### src/hw/rtl/mris_pkg.sv
`timescale 1ns / 1ps

package mris_pkg;

    // Fixed field widths of the stream items
    localparam int LEN_BITS   = 16;
    localparam int COUNT_BITS = 17;
    localparam int OPOS_BITS  = 16;

    // Operation applied to a cell of the stack row
    typedef enum logic [1:0] {
        CELL_HOLD       = 2'b00,
        CELL_PUSH       = 2'b01,
        CELL_POP        = 2'b10,
        CELL_SET_LETTER = 2'b11
    } cell_op_t;

    // Control sequencer states, one-hot
    typedef enum logic [1:0] {
        ST_IDLE = 2'b01,
        ST_POP  = 2'b10
    } state_t;

endpackage

### src/hw/rtl/mris_cell.sv
`timescale 1ns / 1ps

// One stack entry. Push takes the entry from the cell above, pop takes the
// entry from the cell below; set-letter rewrites only the letter.
module mris_cell #(
    parameter int START_BITS  = 16,
    parameter int LETTER_BITS = 16
) (
    input  logic                           aclk,
    input  mris_pkg::cell_op_t             op,
    input  logic [mris_pkg::LEN_BITS-1:0]  up_len,
    input  logic [START_BITS-1:0]          up_start,
    input  logic [LETTER_BITS-1:0]         up_letter,
    input  logic [mris_pkg::LEN_BITS-1:0]  dn_len,
    input  logic [START_BITS-1:0]          dn_start,
    input  logic [LETTER_BITS-1:0]         dn_letter,
    output logic [mris_pkg::LEN_BITS-1:0]  q_len,
    output logic [START_BITS-1:0]          q_start,
    output logic [LETTER_BITS-1:0]         q_letter
);

    logic [mris_pkg::LEN_BITS-1:0] len_reg, len_next;
    logic [START_BITS-1:0]         start_reg, start_next;
    logic [LETTER_BITS-1:0]        letter_reg, letter_next;

    always_comb begin
        len_next    = len_reg;
        start_next  = start_reg;
        letter_next = letter_reg;
        case (op)
            mris_pkg::CELL_PUSH: begin
                len_next    = up_len;
                start_next  = up_start;
                letter_next = up_letter;
            end
            mris_pkg::CELL_POP: begin
                len_next    = dn_len;
                start_next  = dn_start;
                letter_next = dn_letter;
            end
            mris_pkg::CELL_SET_LETTER: begin
                letter_next = up_letter;
            end
            default: begin
            end
        endcase
    end

    always_ff @(posedge aclk) begin
        len_reg    <= len_next;
        start_reg  <= start_next;
        letter_reg <= letter_next;
    end

    assign q_len    = len_reg;
    assign q_start  = start_reg;
    assign q_letter = letter_reg;

endmodule

### src/hw/rtl/maximal_repeat_interval_stack.sv
`timescale 1ns / 1ps

// Maximal repeat finder. Feed the LCP value and BWT symbol of each
// suffix-array position in order; a transfer with first_item set opens a
// sequence and a transfer with tlast (end_of_sequence) set closes it and flushes
// every open interval. Each reported repeat leaves as one result transfer,
// and tlast marks the last result caused by one input transfer. The open
// intervals sit in a row of STACK_DEPTH cells whose top is cell 0; a push
// shifts the row down, a pop shifts it up, one entry per cycle while the
// result channel does not stall. A first item only pushes its interval;
// any other item is accepted, pops every interval it closes, then pushes
// or merges; the loop waits while m_tready is low and a result must move
// out. s_tready stays low until the loop ends. A push that finds the row
// full is dropped and sets the sticky stack_overflowed flag until the
// next first item. No clearing pass is needed after reset.
module maximal_repeat_interval_stack #(
    parameter int STACK_DEPTH   = 64,
    parameter int POSITION_BITS = 16,
    parameter int SYMBOL_BITS   = 16
) (
    input  logic        aclk,
    input  logic        aresetn,
    // Input stream
    input  logic        s_tvalid,
    output logic        s_tready,
    input  logic [31:0] s_tdata,   // [15:0] lcp_value, [31:16] symbol
    input  logic [0:0]  s_tuser,   // [0] first_item
    input  logic        s_tlast,   // end_of_sequence
    // Result stream
    output logic        m_tvalid,
    input  logic        m_tready,
    output logic [55:0] m_tdata,   // [15:0] repeat_length,
                                   // [32:16] occurrence_count,
                                   // [48:33] first_position, [55:49] zero
    output logic [0:0]  m_tuser,   // [0] stack_overflowed
    output logic        m_tlast,   // last_of_run
    // Configuration: min_length
    input  logic        cfg_valid,
    output logic        cfg_ready,
    input  logic [15:0] cfg_data
);

    localparam int LB         = mris_pkg::LEN_BITS;
    localparam int CB         = mris_pkg::COUNT_BITS;
    localparam int OB         = mris_pkg::OPOS_BITS;
    localparam int FILL_BITS  = $clog2(STACK_DEPTH + 1);

    // Keep a common letter, or zero when the left contexts differ
    function automatic logic [SYMBOL_BITS-1:0] left_equal(
        input logic [SYMBOL_BITS-1:0] a,
        input logic [SYMBOL_BITS-1:0] b
    );
        left_equal = ((a == '0) || (a != b)) ? '0 : a;
    endfunction

    // ------------------------------------------------------------------
    // Input unpacking
    // ------------------------------------------------------------------
    logic [LB-1:0]          in_lcp;
    logic [63:0]            in_sym_wide;
    logic [SYMBOL_BITS-1:0] in_sym;
    logic                   in_first;
    logic                   in_end;
    logic                   in_xfer;

    assign in_lcp      = s_tdata[15:0];
    assign in_sym_wide = 64'(s_tdata[31:16]);
    assign in_sym      = in_sym_wide[SYMBOL_BITS-1:0];
    assign in_first    = s_tuser[0];
    assign in_end      = s_tlast;

    // ------------------------------------------------------------------
    // Control state
    // ------------------------------------------------------------------
    mris_pkg::state_t state_reg, state_next;

    logic [FILL_BITS-1:0]     fill_reg, fill_next;
    logic [SYMBOL_BITS-1:0]   prev_reg, prev_next;
    logic [POSITION_BITS-1:0] pos_reg, pos_next;
    logic                     ovf_reg, ovf_next;
    logic [LB-1:0]            min_len_reg, min_len_next;

    // Working copy of the item under the pop loop
    logic [LB-1:0]            lcp_reg, lcp_next;
    logic [SYMBOL_BITS-1:0]   letter_reg, letter_next;
    logic [POSITION_BITS-1:0] stpos_reg, stpos_next;
    logic                     eos_reg, eos_next;

    // Pending result: held until we know whether another one follows
    logic                     pend_valid_reg, pend_valid_next;
    logic [LB-1:0]            pend_len_reg, pend_len_next;
    logic [CB-1:0]            pend_cnt_reg, pend_cnt_next;
    logic [OB-1:0]            pend_pos_reg, pend_pos_next;
    logic                     pend_ovf_reg, pend_ovf_next;

    // Output register
    logic                     out_valid_reg, out_valid_next;
    logic [LB-1:0]            out_len_reg, out_len_next;
    logic [CB-1:0]            out_cnt_reg, out_cnt_next;
    logic [OB-1:0]            out_pos_reg, out_pos_next;
    logic                     out_ovf_reg, out_ovf_next;
    logic                     out_last_reg, out_last_next;

    // ------------------------------------------------------------------
    // Cell row
    // ------------------------------------------------------------------
    logic [LB-1:0]            q_len    [STACK_DEPTH];
    logic [POSITION_BITS-1:0] q_start  [STACK_DEPTH];
    logic [SYMBOL_BITS-1:0]   q_letter [STACK_DEPTH];

    mris_pkg::cell_op_t       row_op;
    logic [LB-1:0]            top_len_in;
    logic [POSITION_BITS-1:0] top_start_in;
    logic [SYMBOL_BITS-1:0]   top_letter_in;
    logic [SYMBOL_BITS-1:0]   pop_letter;

    // On a pop the new top merges its letter with the one leaving
    assign pop_letter = left_equal(q_letter[0], q_letter[1]);

    genvar gi;
    generate
        for (gi = 0; gi < STACK_DEPTH; gi++) begin : g_cell
            mris_pkg::cell_op_t       cop;
            logic [LB-1:0]            ul;
            logic [POSITION_BITS-1:0] us;
            logic [SYMBOL_BITS-1:0]   ut;
            logic [LB-1:0]            dl;
            logic [POSITION_BITS-1:0] ds;
            logic [SYMBOL_BITS-1:0]   dt;

            if (gi == 0) begin : g_top
                assign cop = row_op;
                assign ul  = top_len_in;
                assign us  = top_start_in;
                assign ut  = top_letter_in;
                assign dl  = q_len[1];
                assign ds  = q_start[1];
                assign dt  = pop_letter;
            end else begin : g_body
                // Letter rewrites touch only the top cell
                assign cop = (row_op == mris_pkg::CELL_SET_LETTER) ?
                             mris_pkg::CELL_HOLD : row_op;
                assign ul  = q_len[gi-1];
                assign us  = q_start[gi-1];
                assign ut  = q_letter[gi-1];
                if (gi == STACK_DEPTH - 1) begin : g_bottom
                    assign dl = '0;
                    assign ds = '0;
                    assign dt = '0;
                end else begin : g_mid
                    assign dl = q_len[gi+1];
                    assign ds = q_start[gi+1];
                    assign dt = q_letter[gi+1];
                end
            end

            mris_cell #(
                .START_BITS  (POSITION_BITS),
                .LETTER_BITS (SYMBOL_BITS)
            ) u_cell (
                .aclk      (aclk),
                .op        (cop),
                .up_len    (ul),
                .up_start  (us),
                .up_letter (ut),
                .dn_len    (dl),
                .dn_start  (ds),
                .dn_letter (dt),
                .q_len     (q_len[gi]),
                .q_start   (q_start[gi]),
                .q_letter  (q_letter[gi])
            );
        end
    endgenerate

    // ------------------------------------------------------------------
    // Result fields of the top interval
    // ------------------------------------------------------------------
    logic [POSITION_BITS-1:0] diff;
    logic [POSITION_BITS:0]   cnt_wide;
    logic [63:0]              cnt_ext;
    logic [63:0]              spos_ext;
    logic                     fill_nz;
    logic                     fill_full;
    logic                     top_gt;
    logic                     top_eq;
    logic                     report;
    logic                     out_free;
    logic                     need_out;
    logic                     stall;

    // An empty difference means the interval spans the whole position range
    assign diff     = pos_reg - q_start[0];
    assign cnt_wide = {(diff == '0), diff};
    assign cnt_ext  = 64'(cnt_wide);
    assign spos_ext = 64'(q_start[0]);

    assign fill_nz   = (fill_reg != '0);
    assign fill_full = (fill_reg == FILL_BITS'(STACK_DEPTH));
    assign top_gt    = fill_nz && (q_len[0] > lcp_reg);
    assign top_eq    = fill_nz && (q_len[0] == lcp_reg);
    assign report    = (q_letter[0] == '0) && (q_len[0] >= min_len_reg);
    assign out_free  = !out_valid_reg || m_tready;

    // The pending result must move out when a newer one replaces it or the
    // loop closes
    assign need_out = (state_reg == mris_pkg::ST_POP) && pend_valid_reg &&
                      (top_gt ? report : 1'b1);
    assign stall    = need_out && !out_free;

    assign s_tready  = (state_reg == mris_pkg::ST_IDLE);
    assign in_xfer   = s_tvalid && s_tready;
    assign cfg_ready = 1'b1;

    // ------------------------------------------------------------------
    // Sequencer
    // ------------------------------------------------------------------
    always_comb begin
        logic [SYMBOL_BITS-1:0] sym_eff;

        state_next      = state_reg;
        fill_next       = fill_reg;
        prev_next       = prev_reg;
        pos_next        = pos_reg;
        ovf_next        = ovf_reg;
        min_len_next    = min_len_reg;
        lcp_next        = lcp_reg;
        letter_next     = letter_reg;
        stpos_next      = stpos_reg;
        eos_next        = eos_reg;
        pend_valid_next = pend_valid_reg;
        pend_len_next   = pend_len_reg;
        pend_cnt_next   = pend_cnt_reg;
        pend_pos_next   = pend_pos_reg;
        pend_ovf_next   = pend_ovf_reg;
        out_valid_next  = out_valid_reg;
        out_len_next    = out_len_reg;
        out_cnt_next    = out_cnt_reg;
        out_pos_next    = out_pos_reg;
        out_ovf_next    = out_ovf_reg;
        out_last_next   = out_last_reg;
        row_op          = mris_pkg::CELL_HOLD;
        top_len_in      = lcp_reg;
        top_start_in    = stpos_reg;
        top_letter_in   = letter_reg;
        sym_eff         = in_end ? '0 : in_sym;

        if (cfg_valid && cfg_ready) begin
            min_len_next = cfg_data;
        end

        // Drop the output once taken
        if (m_tready) begin
            out_valid_next = 1'b0;
        end

        // Advance the pending result into the output register
        if (need_out && !stall) begin
            out_valid_next = 1'b1;
            out_len_next   = pend_len_reg;
            out_cnt_next   = pend_cnt_reg;
            out_pos_next   = pend_pos_reg;
            out_ovf_next   = pend_ovf_reg;
            out_last_next  = !top_gt;
        end

        case (state_reg)
            mris_pkg::ST_IDLE: begin
                if (in_xfer) begin
                    if (in_first) begin
                        // Open a sequence with the interval (0, 0, symbol)
                        row_op        = mris_pkg::CELL_PUSH;
                        top_len_in    = '0;
                        top_start_in  = '0;
                        top_letter_in = in_sym;
                        fill_next     = FILL_BITS'(1);
                        ovf_next      = 1'b0;
                        pos_next      = '0;
                        prev_next     = in_sym;
                    end else begin
                        lcp_next    = in_end ? '0 : in_lcp;
                        letter_next = left_equal(prev_reg, sym_eff);
                        prev_next   = sym_eff;
                        stpos_next  = pos_reg;
                        pos_next    = pos_reg + POSITION_BITS'(1);
                        eos_next    = in_end;
                        state_next  = mris_pkg::ST_POP;
                    end
                end
            end
            mris_pkg::ST_POP: begin
                if (!stall) begin
                    if (top_gt) begin
                        // Close the top interval
                        row_op      = mris_pkg::CELL_POP;
                        fill_next   = fill_reg - FILL_BITS'(1);
                        stpos_next  = q_start[0];
                        letter_next = left_equal(q_letter[0], letter_reg);
                        if (report) begin
                            pend_valid_next = 1'b1;
                            pend_len_next   = q_len[0];
                            pend_cnt_next   = cnt_ext[CB-1:0];
                            pend_pos_next   = spos_ext[OB-1:0];
                            pend_ovf_next   = ovf_reg;
                        end
                    end else begin
                        pend_valid_next = 1'b0;
                        if (top_eq) begin
                            // Same length: merge into the open interval
                            row_op        = mris_pkg::CELL_SET_LETTER;
                            top_letter_in = left_equal(q_letter[0], letter_reg);
                        end else if (fill_full) begin
                            ovf_next = 1'b1;
                        end else begin
                            row_op    = mris_pkg::CELL_PUSH;
                            fill_next = fill_reg + FILL_BITS'(1);
                        end
                        if (eos_reg) begin
                            fill_next = '0;
                        end
                        state_next = mris_pkg::ST_IDLE;
                    end
                end
            end
            default: begin
                state_next = mris_pkg::ST_IDLE;
            end
        endcase
    end

    always_ff @(posedge aclk) begin
        if (!aresetn) begin
            state_reg      <= mris_pkg::ST_IDLE;
            fill_reg       <= '0;
            prev_reg       <= '0;
            pos_reg        <= '0;
            ovf_reg        <= 1'b0;
            min_len_reg    <= LB'(1);
            pend_valid_reg <= 1'b0;
            out_valid_reg  <= 1'b0;
        end else begin
            state_reg      <= state_next;
            fill_reg       <= fill_next;
            prev_reg       <= prev_next;
            pos_reg        <= pos_next;
            ovf_reg        <= ovf_next;
            min_len_reg    <= min_len_next;
            pend_valid_reg <= pend_valid_next;
            out_valid_reg  <= out_valid_next;
        end
    end

    // Payload registers: no reset
    always_ff @(posedge aclk) begin
        lcp_reg      <= lcp_next;
        letter_reg   <= letter_next;
        stpos_reg    <= stpos_next;
        eos_reg      <= eos_next;
        pend_len_reg <= pend_len_next;
        pend_cnt_reg <= pend_cnt_next;
        pend_pos_reg <= pend_pos_next;
        pend_ovf_reg <= pend_ovf_next;
        out_len_reg  <= out_len_next;
        out_cnt_reg  <= out_cnt_next;
        out_pos_reg  <= out_pos_next;
        out_ovf_reg  <= out_ovf_next;
        out_last_reg <= out_last_next;
    end

    // ------------------------------------------------------------------
    // Result packing
    // ------------------------------------------------------------------
    assign m_tvalid   = out_valid_reg;
    assign m_tdata    = {7'd0, out_pos_reg, out_cnt_reg, out_len_reg};
    assign m_tuser[0] = out_ovf_reg;
    assign m_tlast    = out_last_reg;

endmodule
### config.mk
export PLATFORM = sky130hd
export DESIGN_NAME = maximal_repeat_interval_stack
export DESIGN_NICKNAME = d
export VERILOG_FILES = /design/src/hw/rtl/mris_pkg.sv /design/src/hw/rtl/mris_cell.sv /design/src/hw/rtl/maximal_repeat_interval_stack.sv
export SDC_FILE = /design/constraint.sdc
export NUM_CORES = 2
export LEC_CHECK = 0
export BUFFER_PORTS_ARGS = -buffer_cell sky130_fd_sc_hd__buf_2
export CAP_MARGIN = 5
export CORE_UTILIZATION = 25
export CTS_BUF_LIST = sky130_fd_sc_hd__clkbuf_4
export DETAILED_ROUTE_END_ITERATION = 10
export PLACE_DENSITY = 0.37
export SYNTH_ARGS = -nofsm -noshare
export SYNTH_HDL_FRONTEND = slang
export SYNTH_HIERARCHICAL = 1
export SYNTH_SLANG_ARGS = --single-unit
### constraint.sdc
create_clock -name aclk -period 45.5 [get_ports aclk]
set_input_delay 4.55 -clock aclk [delete_from_list [all_inputs] [get_ports aclk]]
set_output_delay 4.55 -clock aclk [all_outputs]
set_load 0.05 [all_outputs]
# After elaboration in Yosys (flattened, before gate mapping)
# Index checks and enable logic that the tools add are counted.
# totals
register_bits	3282
in_bits	55
out_inout_bits	61
elab_cells	536
# op_classes
add_sub_neg	4
magnitude_cmp	2
n_eq_ne	25
muxes	253
n_bitwise	2
reduce_logical	37
# ops
cell	n
$pmux W16 S2	195
$mux W16	25
$mux W7	7
$logic_not A16 Y1	3
$ne A16 B16 Y1	3
$add A16 B1 Y16 const B	1
$eq A16 B16 Y1	1
$ge A16 B16 Y1	1
$gt A16 B16 Y1	1
$mux W2	8
$sub A16 B16 Y16	1
$mux W1	14
$ne A2 B2 Y1 const B	7
$pmux W7 S2	1
$reduce_bool A2 Y1	6
$eq A2 B2 Y1 const B	5
$logic_and A1 B1 Y1	8
$ne A4 B4 Y1 const B	2
$pmux W2 S2	2
$reduce_and A4 Y1	2
$add A7 B1 Y7 const B	1
$eq A7 B7 Y1 const B	1
$reduce_and A7 Y1	1
$reduce_bool A7 Y1	1
other kinds (12)	26

# Logic depth before layout (Yosys ltp)
# logic_depth
depth_word	12
mapped_depth	16
depth_no_buf	14

# Hierarchy
# The synthesis kept the hierarchy.
# by_module_without_submodules
mod	n_inst	cells_each	area_each_um2	seq_area_each_um2
mris_cell	64	109	2157.1	1441.4
maximal_repeat_interval_stack	1	978	10676.5	5705.5

# Least setup slack after synthesis
# OpenSTA, ideal clock, no wires.
# synth_path
path_kind	input-to-reg
start	in m_tready
end	reg g_cell[10].u_cell.len_reg, in the netlist g_cell[10].u_cell/q_len[0] (enable)
setup_ps	388
t_arrival_ps	18291
required_time_ps	45112
slack_ps	26821
stages	8
path_buffers	0
cell_sequence	nor2b_1 nand3_1 a31o_2 nand3b_1 a21oi_1 nor3_1 inv_1 ha_1
# synth_via
elab_chain_len	9
word_cells_on_any_way	10
classes_between	3 x eq/ne; 3 x mux; 4 x reduce/logical
# synth_rtl
item	line	source
from (decl)	maximal_repeat_interval_stack.sv:31	input logic m_tready,
$logic_or A1 B1 Y1 (*)	maximal_repeat_interval_stack.sv:203	assign out_free = !out_valid_reg || m_tready;
$logic_not A1 Y1 (*)	maximal_repeat_interval_stack.sv:209	assign stall = need_out && !out_free;
$logic_and A1 B1 Y1 (*)	maximal_repeat_interval_stack.sv:209	
$mux W2 (*)	maximal_repeat_interval_stack.sv:292	if (!stall) begin
$pmux W2 S2 (*)	maximal_repeat_interval_stack.sv:267	case (state_reg)
named net g_cell[0].cop[1]	maximal_repeat_interval_stack.sv:123	mris_pkg::cell_op_t cop;
$eq A2 B2 Y1 (*)	maximal_repeat_interval_stack.sv:141	assign cop = (row_op == mris_pkg::CELL_SET_LETTER) ?
$mux W2 (*)	maximal_repeat_interval_stack.sv:141	
named net g_cell[10].cop[0]	maximal_repeat_interval_stack.sv:123	
$eq A2 B1 Y1 or $eq A2 B2 Y1 (tied branches)	mris_cell.sv:30	case (op)
$reduce_bool A2 Y1 (no source line) (*)	--	
to (signal assigned)	mris_cell.sv:50	len_reg <= len_next;
to (decl)	mris_cell.sv:22	logic [mris_pkg::LEN_BITS-1:0] len_reg, len_next;
# The timed path passes the listed nets; every way through them passes the cells marked *.
# A chain may end at the register's enable or synchronous reset.

# Worst setup path in the final report
# layout_path
start	reg g_cell[0].u_cell.len_reg, in the netlist g_cell[0].u_cell/q_len[15]
end	reg g_cell[63].u_cell.letter_reg[3] (data pin)
# layout_via
elab_chain_len	12
word_cells_on_any_way	20
classes_between	2 x order compare; 5 x eq/ne; 7 x mux; 6 x reduce/logical
# layout_rtl
item	line	source
from (decl)	mris_cell.sv:22	
from (signal assigned)	mris_cell.sv:50	
$ge A16 B16 Y1 or $gt A16 B16 Y1 (tied branches)	maximal_repeat_interval_stack.sv:202, maximal_repeat_interval_stack.sv:200	
$logic_and A1 B1 Y1, on equally long branches	maximal_repeat_interval_stack.sv:202, maximal_repeat_interval_stack.sv:200	
$mux W1	maximal_repeat_interval_stack.sv:208	(top_gt ? report : 1'b1);
$logic_and A1 B1 Y1	maximal_repeat_interval_stack.sv:207	assign need_out = (state_reg == mris_pkg::ST_POP) && pend_valid_reg &&
$logic_and A1 B1 Y1	maximal_repeat_interval_stack.sv:209	
$mux W2 (*)	maximal_repeat_interval_stack.sv:292	
$pmux W2 S2 (*)	maximal_repeat_interval_stack.sv:267	
named net g_cell[0].cop[1]	maximal_repeat_interval_stack.sv:123	
$eq A2 B2 Y1	--	
$mux W2 (*)	--	
named net g_cell[10].cop[1]	maximal_repeat_interval_stack.sv:123	
$eq A2 B1 Y1 or $eq A2 B2 Y1 (tied branches)	mris_cell.sv:30	
$reduce_or A2 Y1 (no source line)	--	
$pmux W16 S2 (*)	mris_cell.sv:30	
named net g_cell[63].u_cell.letter_next[3]	mris_cell.sv:24	logic [LETTER_BITS-1:0] letter_reg, letter_next;
to (signal assigned)	mris_cell.sv:52	letter_reg <= letter_next;
to (decl)	mris_cell.sv:24	
# Marks and branches as above.

==> results.txt <==
----------------------------------------------------
[Yosys]
  Sequential fraction of the synthesis area ... 65.9%
  Count of state elements after synthesis ... 3282
  Mapped Avg Cell Area ... ~19 um2
  Mapped Cells ... a little under 8000
  Number of enable flip-flop cells after synthesis ... about 3200
  Cells taking the most area after synthesis ... sky130_fd_sc_hd__edfxtp_1, sky130_fd_sc_hd__mux2_2, sky130_fd_sc_hd__mux2_4
  Number of distinct standard cells referenced by the synthesized netlist ... between 60 and 70
  Share of Yosys cell area claimed by the top area cell type ... approximately 65%
  Number of warning messages in the yosys log ... 6
  Most used flip-flop cell after synthesis ... sky130_fd_sc_hd__edfxtp_1
  Async SR Flop Fraction ... 0%
  Area leader, netlist ... sky130_fd_sc_hd__edfxtp_1
  Synthesized cell area ... roughly 0.15 mm2

[Die]
  Core box area ... ~0.59 mm2
  Area enclosed by the die boundary ... about 0.6 mm2
  Number of top-level pins ... between 100 and 150
  Standard-cell rows ... 282
  Initial Utilization ... between 20% and 30%
  Width of the chip ... about 770 um
  Die span in y ... 773 um

[Timing]
  Highest attainable clock frequency ... between 100 and 150 MHz
  Worst Tran Pin Value ... ~1200 ps
  Final hold vios ... 0
  Setup repair after global routing missed its margin ... no
  Normalized max-slew margin ... about a fifth
  Post-Route Setup TNS ... 0 ps
  Post-route clock skew ... ~210 ps
  Min Clock Period, post-route ... just over 8000 ps
  Slew Viols, Final ... 0
  Final Worst Setup Slack ... approximately 37000 ps
  Count of endpoints failing setup in the final report ... 0
  Fraction of the cycle the final worst path needs ... a little under a fifth

[Power and ir drop]
  Switching Fraction ... 29.1%
  Total power per unit cell area ... roughly 57 mW/mm2
  Peak supply drop ... between 0.00002 and 0.000025 V
  Reported net switching power ... approximately 2800 uW
  Clock network fraction of total power ... between 20 and 30%
  Register share of total power ... around half
  Portion of total power attributed to combinational logic ... about a fifth
  Post-layout total power ... 9570 uW
  Static leakage ... approximately 0.056 uW
  Internal power ... roughly 6800 uW

[CTS]
  Clk Tree Root Cell ... sky130_fd_sc_hd__clkbuf_4
  H-tree Lvls ... 6
  Insertion delay of the later-clocked pin in the worst-skew pair ... ~1800 ps
  Number of clock sinks ... approximately 3300
  Setup Fix Bufs, Post-CTS ... 0
  CTS tree ... built
  Clock-pin slew on the worst setup and hold paths ... approximately 60 ps
  Number of CTS-inserted buffers ... a little over 900
  Post-CTS sizing ... 0
  CTS Buffer Depth ... 4
  Hold-fix buffer count after cts ... 0

[Placement]
  IO Port Bufs ... 107
  Final Wtd Congestion ... a little over 0.7
  Worst setup timing slack at the placement stage ... ~36000 ps
  Placed Instances ... approximately 16000
  Final HPWL from detailed placement ... between 200000 and 250000 um

[Route]
  Detailed-route wire length ... ~320000 um
  DRT iter0 DRCs ... ~3700
  Vias ... slightly above 70000
  Final ANT Viol Nets ... 0
  Detail-routed net length per standard cell ... roughly 19 um
  Number of vias per cell ... between 4 and 5
  Number of detailed-route iterations in the first pass ... 6
  Detailed-route DRC error count ... 0

[Worst setup path]
  Crit. End Element ... register
  Critical Path RT ... about 47000 ps
  Worst R2R Setup Slack ... 37240 ps
  Crit Path Max Fanout ... 53
  Cell count of the worst reg-to-reg path ... 15
  Startpoint type of the worst setup path ... register
  Endpoint of the most critical register-to-register path ... g_cell[63].u_cell/q_letter[3]$_DFFE_PP_
  Delay-heaviest family, CP ... simple AND/OR/NAND/NOR gates
  CP Data Arrival Time ... slightly below 10000 ps
  Startpoint of the most critical register-to-register path ... g_cell[0].u_cell/q_len[15]$_DFFE_PP_
  Cell mode on critical path ... sky130_fd_sc_hd__buf_4
  Cells along the critical path ... ha_1 -> nand4_1 -> nor4_1 -> o21ai_0 -> a31oi_2 -> nand2_1 -> a21oi_1 -> and2_4 -> buf_4 -> buf_4 -> buf_4 -> inv_1 -> ha_1 -> nor2_4 -> mux2_2
  Endpoint of the worst setup timing path ... g_cell[63].u_cell/q_letter[3]$_DFFE_PP_
  Stages on worst setup path ... 15
  Buffering stage count on the worst path with inverters included ... 4
  Origin of the worst setup path ... g_cell[0].u_cell/q_len[15]$_DFFE_PP_
  Crit-path max cell delay ... 910 ps
  Category of the most critical setup path ... register to register
  Crit-path slowest cell ... sky130_fd_sc_hd__a31oi_2

[Global route]
  Initial antenna violation count ... 8
  Met1 routing resource usage after global routing ... 15.5%
  GR met3 Demand/Resource ... 2.11%
  First-pass GRT wire length ... between 400000 and 500000 um
  Top Usage Layer GRT ... met1
  GRT Util Overall ... between 10% and 20%
  Number of global-route vias before repair ... 79400
  Met2 global-route usage ... ~15%
  Largest net degree at the start of global routing ... 61
  Leftover overflow at the end of global routing ... 0

[Cells and area]
  Most common cell after layout, fill and taps aside ... sky130_fd_sc_hd__edfxtp_1
  Final net count ... approximately 9200
  Layout area overhead ... 12.9%
  Commonest cells after routing, fill and taps aside ... sky130_fd_sc_hd__edfxtp_1, sky130_fd_sc_hd__mux2_2, sky130_fd_sc_hd__clkbuf_4, sky130_fd_sc_hd__mux2_4, sky130_fd_sc_hd__mux2_1
  Filler Cell Count ... 59000
  Post-Layout Cell Count ... 17400
  Layout cells sized above 1 ... a little under half

[Job]
  Maximum capacitance violations ... 0

[Run status]
  Run status ... completed

[Hold path]
  Type of the tightest min-delay check ... register to register

----------------------------------------------------
==> area by class of cell <==
class	count	area (um2)	area share, %
diodes	24	60.1	0.0358
clock buffers	1403	10500	6.27
clock inverters	231	1330	0.790
inverters	261	980	0.583
multi-input cells	4104	45700	27.2
flip-flops and latches	3282	98000	58.3
well taps	7810	9770	5.82
repair buffers	251	1640	0.974
==> metal layers <==
layer,share of wire (%),routed length (um),vias to the layer above
li1,-,-,33000
met1,51,165000,36200
met2,42,136000,1461
met3,4.4,14300,690
met4,2.4,7870,0
met5,0,0,-
==> worst min-delay path by stage <==
stage | start | to | slack, ps | cells after the start
after global placement | pend_len_reg[6]$_DFFE_PP_ | out_len_reg[6]$_DFFE_PP_ | 410 | 0
after detailed placement | pend_pos_reg[7]$_DFFE_PP_ | out_pos_reg[7]$_DFFE_PP_ | 410 | 0
final | pend_pos_reg[6]$_DFFE_PP_ | out_pos_reg[6]$_DFFE_PP_ | 360 | 0
after CTS | pend_pos_reg[6]$_DFFE_PP_ | out_pos_reg[6]$_DFFE_PP_ | 390 | 0
after floorplan | pend_ovf_reg$_DFFE_PP_ | m_tuser$_DFFE_PP_ | 400 | 0
after global routing | pend_pos_reg[6]$_DFFE_PP_ | out_pos_reg[6]$_DFFE_PP_ | 400 | 0
==> worst reg2reg max path, stage by stage (launching register included) <==
cell and delay (ps):
sky130_fd_sc_hd__edfxtp_1 460, sky130_fd_sc_hd__ha_1 360, sky130_fd_sc_hd__nand4_1 180, sky130_fd_sc_hd__nor4_1 790, sky130_fd_sc_hd__o21ai_0 260, sky130_fd_sc_hd__a31oi_2 910, sky130_fd_sc_hd__nand2_1 750, sky130_fd_sc_hd__a21oi_1 570
sky130_fd_sc_hd__and2_4 600, sky130_fd_sc_hd__buf_4 600, sky130_fd_sc_hd__buf_4 530, sky130_fd_sc_hd__buf_4 620, sky130_fd_sc_hd__inv_1 220, sky130_fd_sc_hd__ha_1 260, sky130_fd_sc_hd__nor2_4 480, sky130_fd_sc_hd__mux2_2 410
==> synthesized netlist by cell type, types with 10 or more instances <==
cell and number:
sky130_fd_sc_hd__edfxtp_1 3222, sky130_fd_sc_hd__mux2_2 2126, sky130_fd_sc_hd__mux2_4 640, sky130_fd_sc_hd__mux2_1 320
sky130_fd_sc_hd__ha_1 308, sky130_fd_sc_hd__inv_1 259, sky130_fd_sc_hd__buf_6 256, sky130_fd_sc_hd__nor2_1 100
sky130_fd_sc_hd__buf_12 64, sky130_fd_sc_hd__nor2_4 64, sky130_fd_sc_hd__dfxtp_1 60, sky130_fd_sc_hd__xor2_1 51
sky130_fd_sc_hd__a21oi_1 47, sky130_fd_sc_hd__nand2_1 47, sky130_fd_sc_hd__and2_1 45, sky130_fd_sc_hd__o21ai_0 30
sky130_fd_sc_hd__clkbuf_1 28, sky130_fd_sc_hd__a22oi_1 25, sky130_fd_sc_hd__a22o_1 19, sky130_fd_sc_hd__mux2i_1 19
sky130_fd_sc_hd__nor4_1 19, sky130_fd_sc_hd__nand3_1 18, sky130_fd_sc_hd__nor2b_1 17, sky130_fd_sc_hd__a221o_1 16
sky130_fd_sc_hd__nor3_1 16, sky130_fd_sc_hd__xnor2_1 14, sky130_fd_sc_hd__a31oi_1 10, sky130_fd_sc_hd__nand4_1 10
==> metrics by stage <==
step / hold slack, ps / area [um2] / util, %
2_1_floorplan: 400 / 149000 / -
3_3_place_gp: 413 / 156000 / 26.4
3_5_place_dp: 406 / 156000 / 26.4
4_1_cts: 393 / 168000 / 28.4
5_1_grt: 396 / 168000 / 28.4
6_report: 365 / 168000 / 28.4
==> power groups by stage <==
stage / clock network, uW / registers (uW) / logic [uW]
2_1_floorplan: 0 / 4650 / 1670
3_3_place_gp: 0 / 4950 / 1960
3_5_place_dp: 0 / 4950 / 2010
4_1_cts: 2910 / 4890 / 2010
5_1_grt: 3050 / 4940 / 2170
6_report: 2750 / 4850 / 1970
==> cell families (layout without fill, tap and decap cells) <==
group	after synthesis	in the layout	synth area share, %
adders and majority gates	309	309	2.60
muxes	3105	3105	25.1
DFF	3282	3282	65.9
buffers and inverters	622	2146	3.58
and+or+nand+nor	374	374	1.54
AOI/OAI and AO/OA	195	195	0.912
other	2	80	0.00505
xor gates and xnor gates	65	65	0.383
No activity file was read; power rests on OpenSTA's default activity.
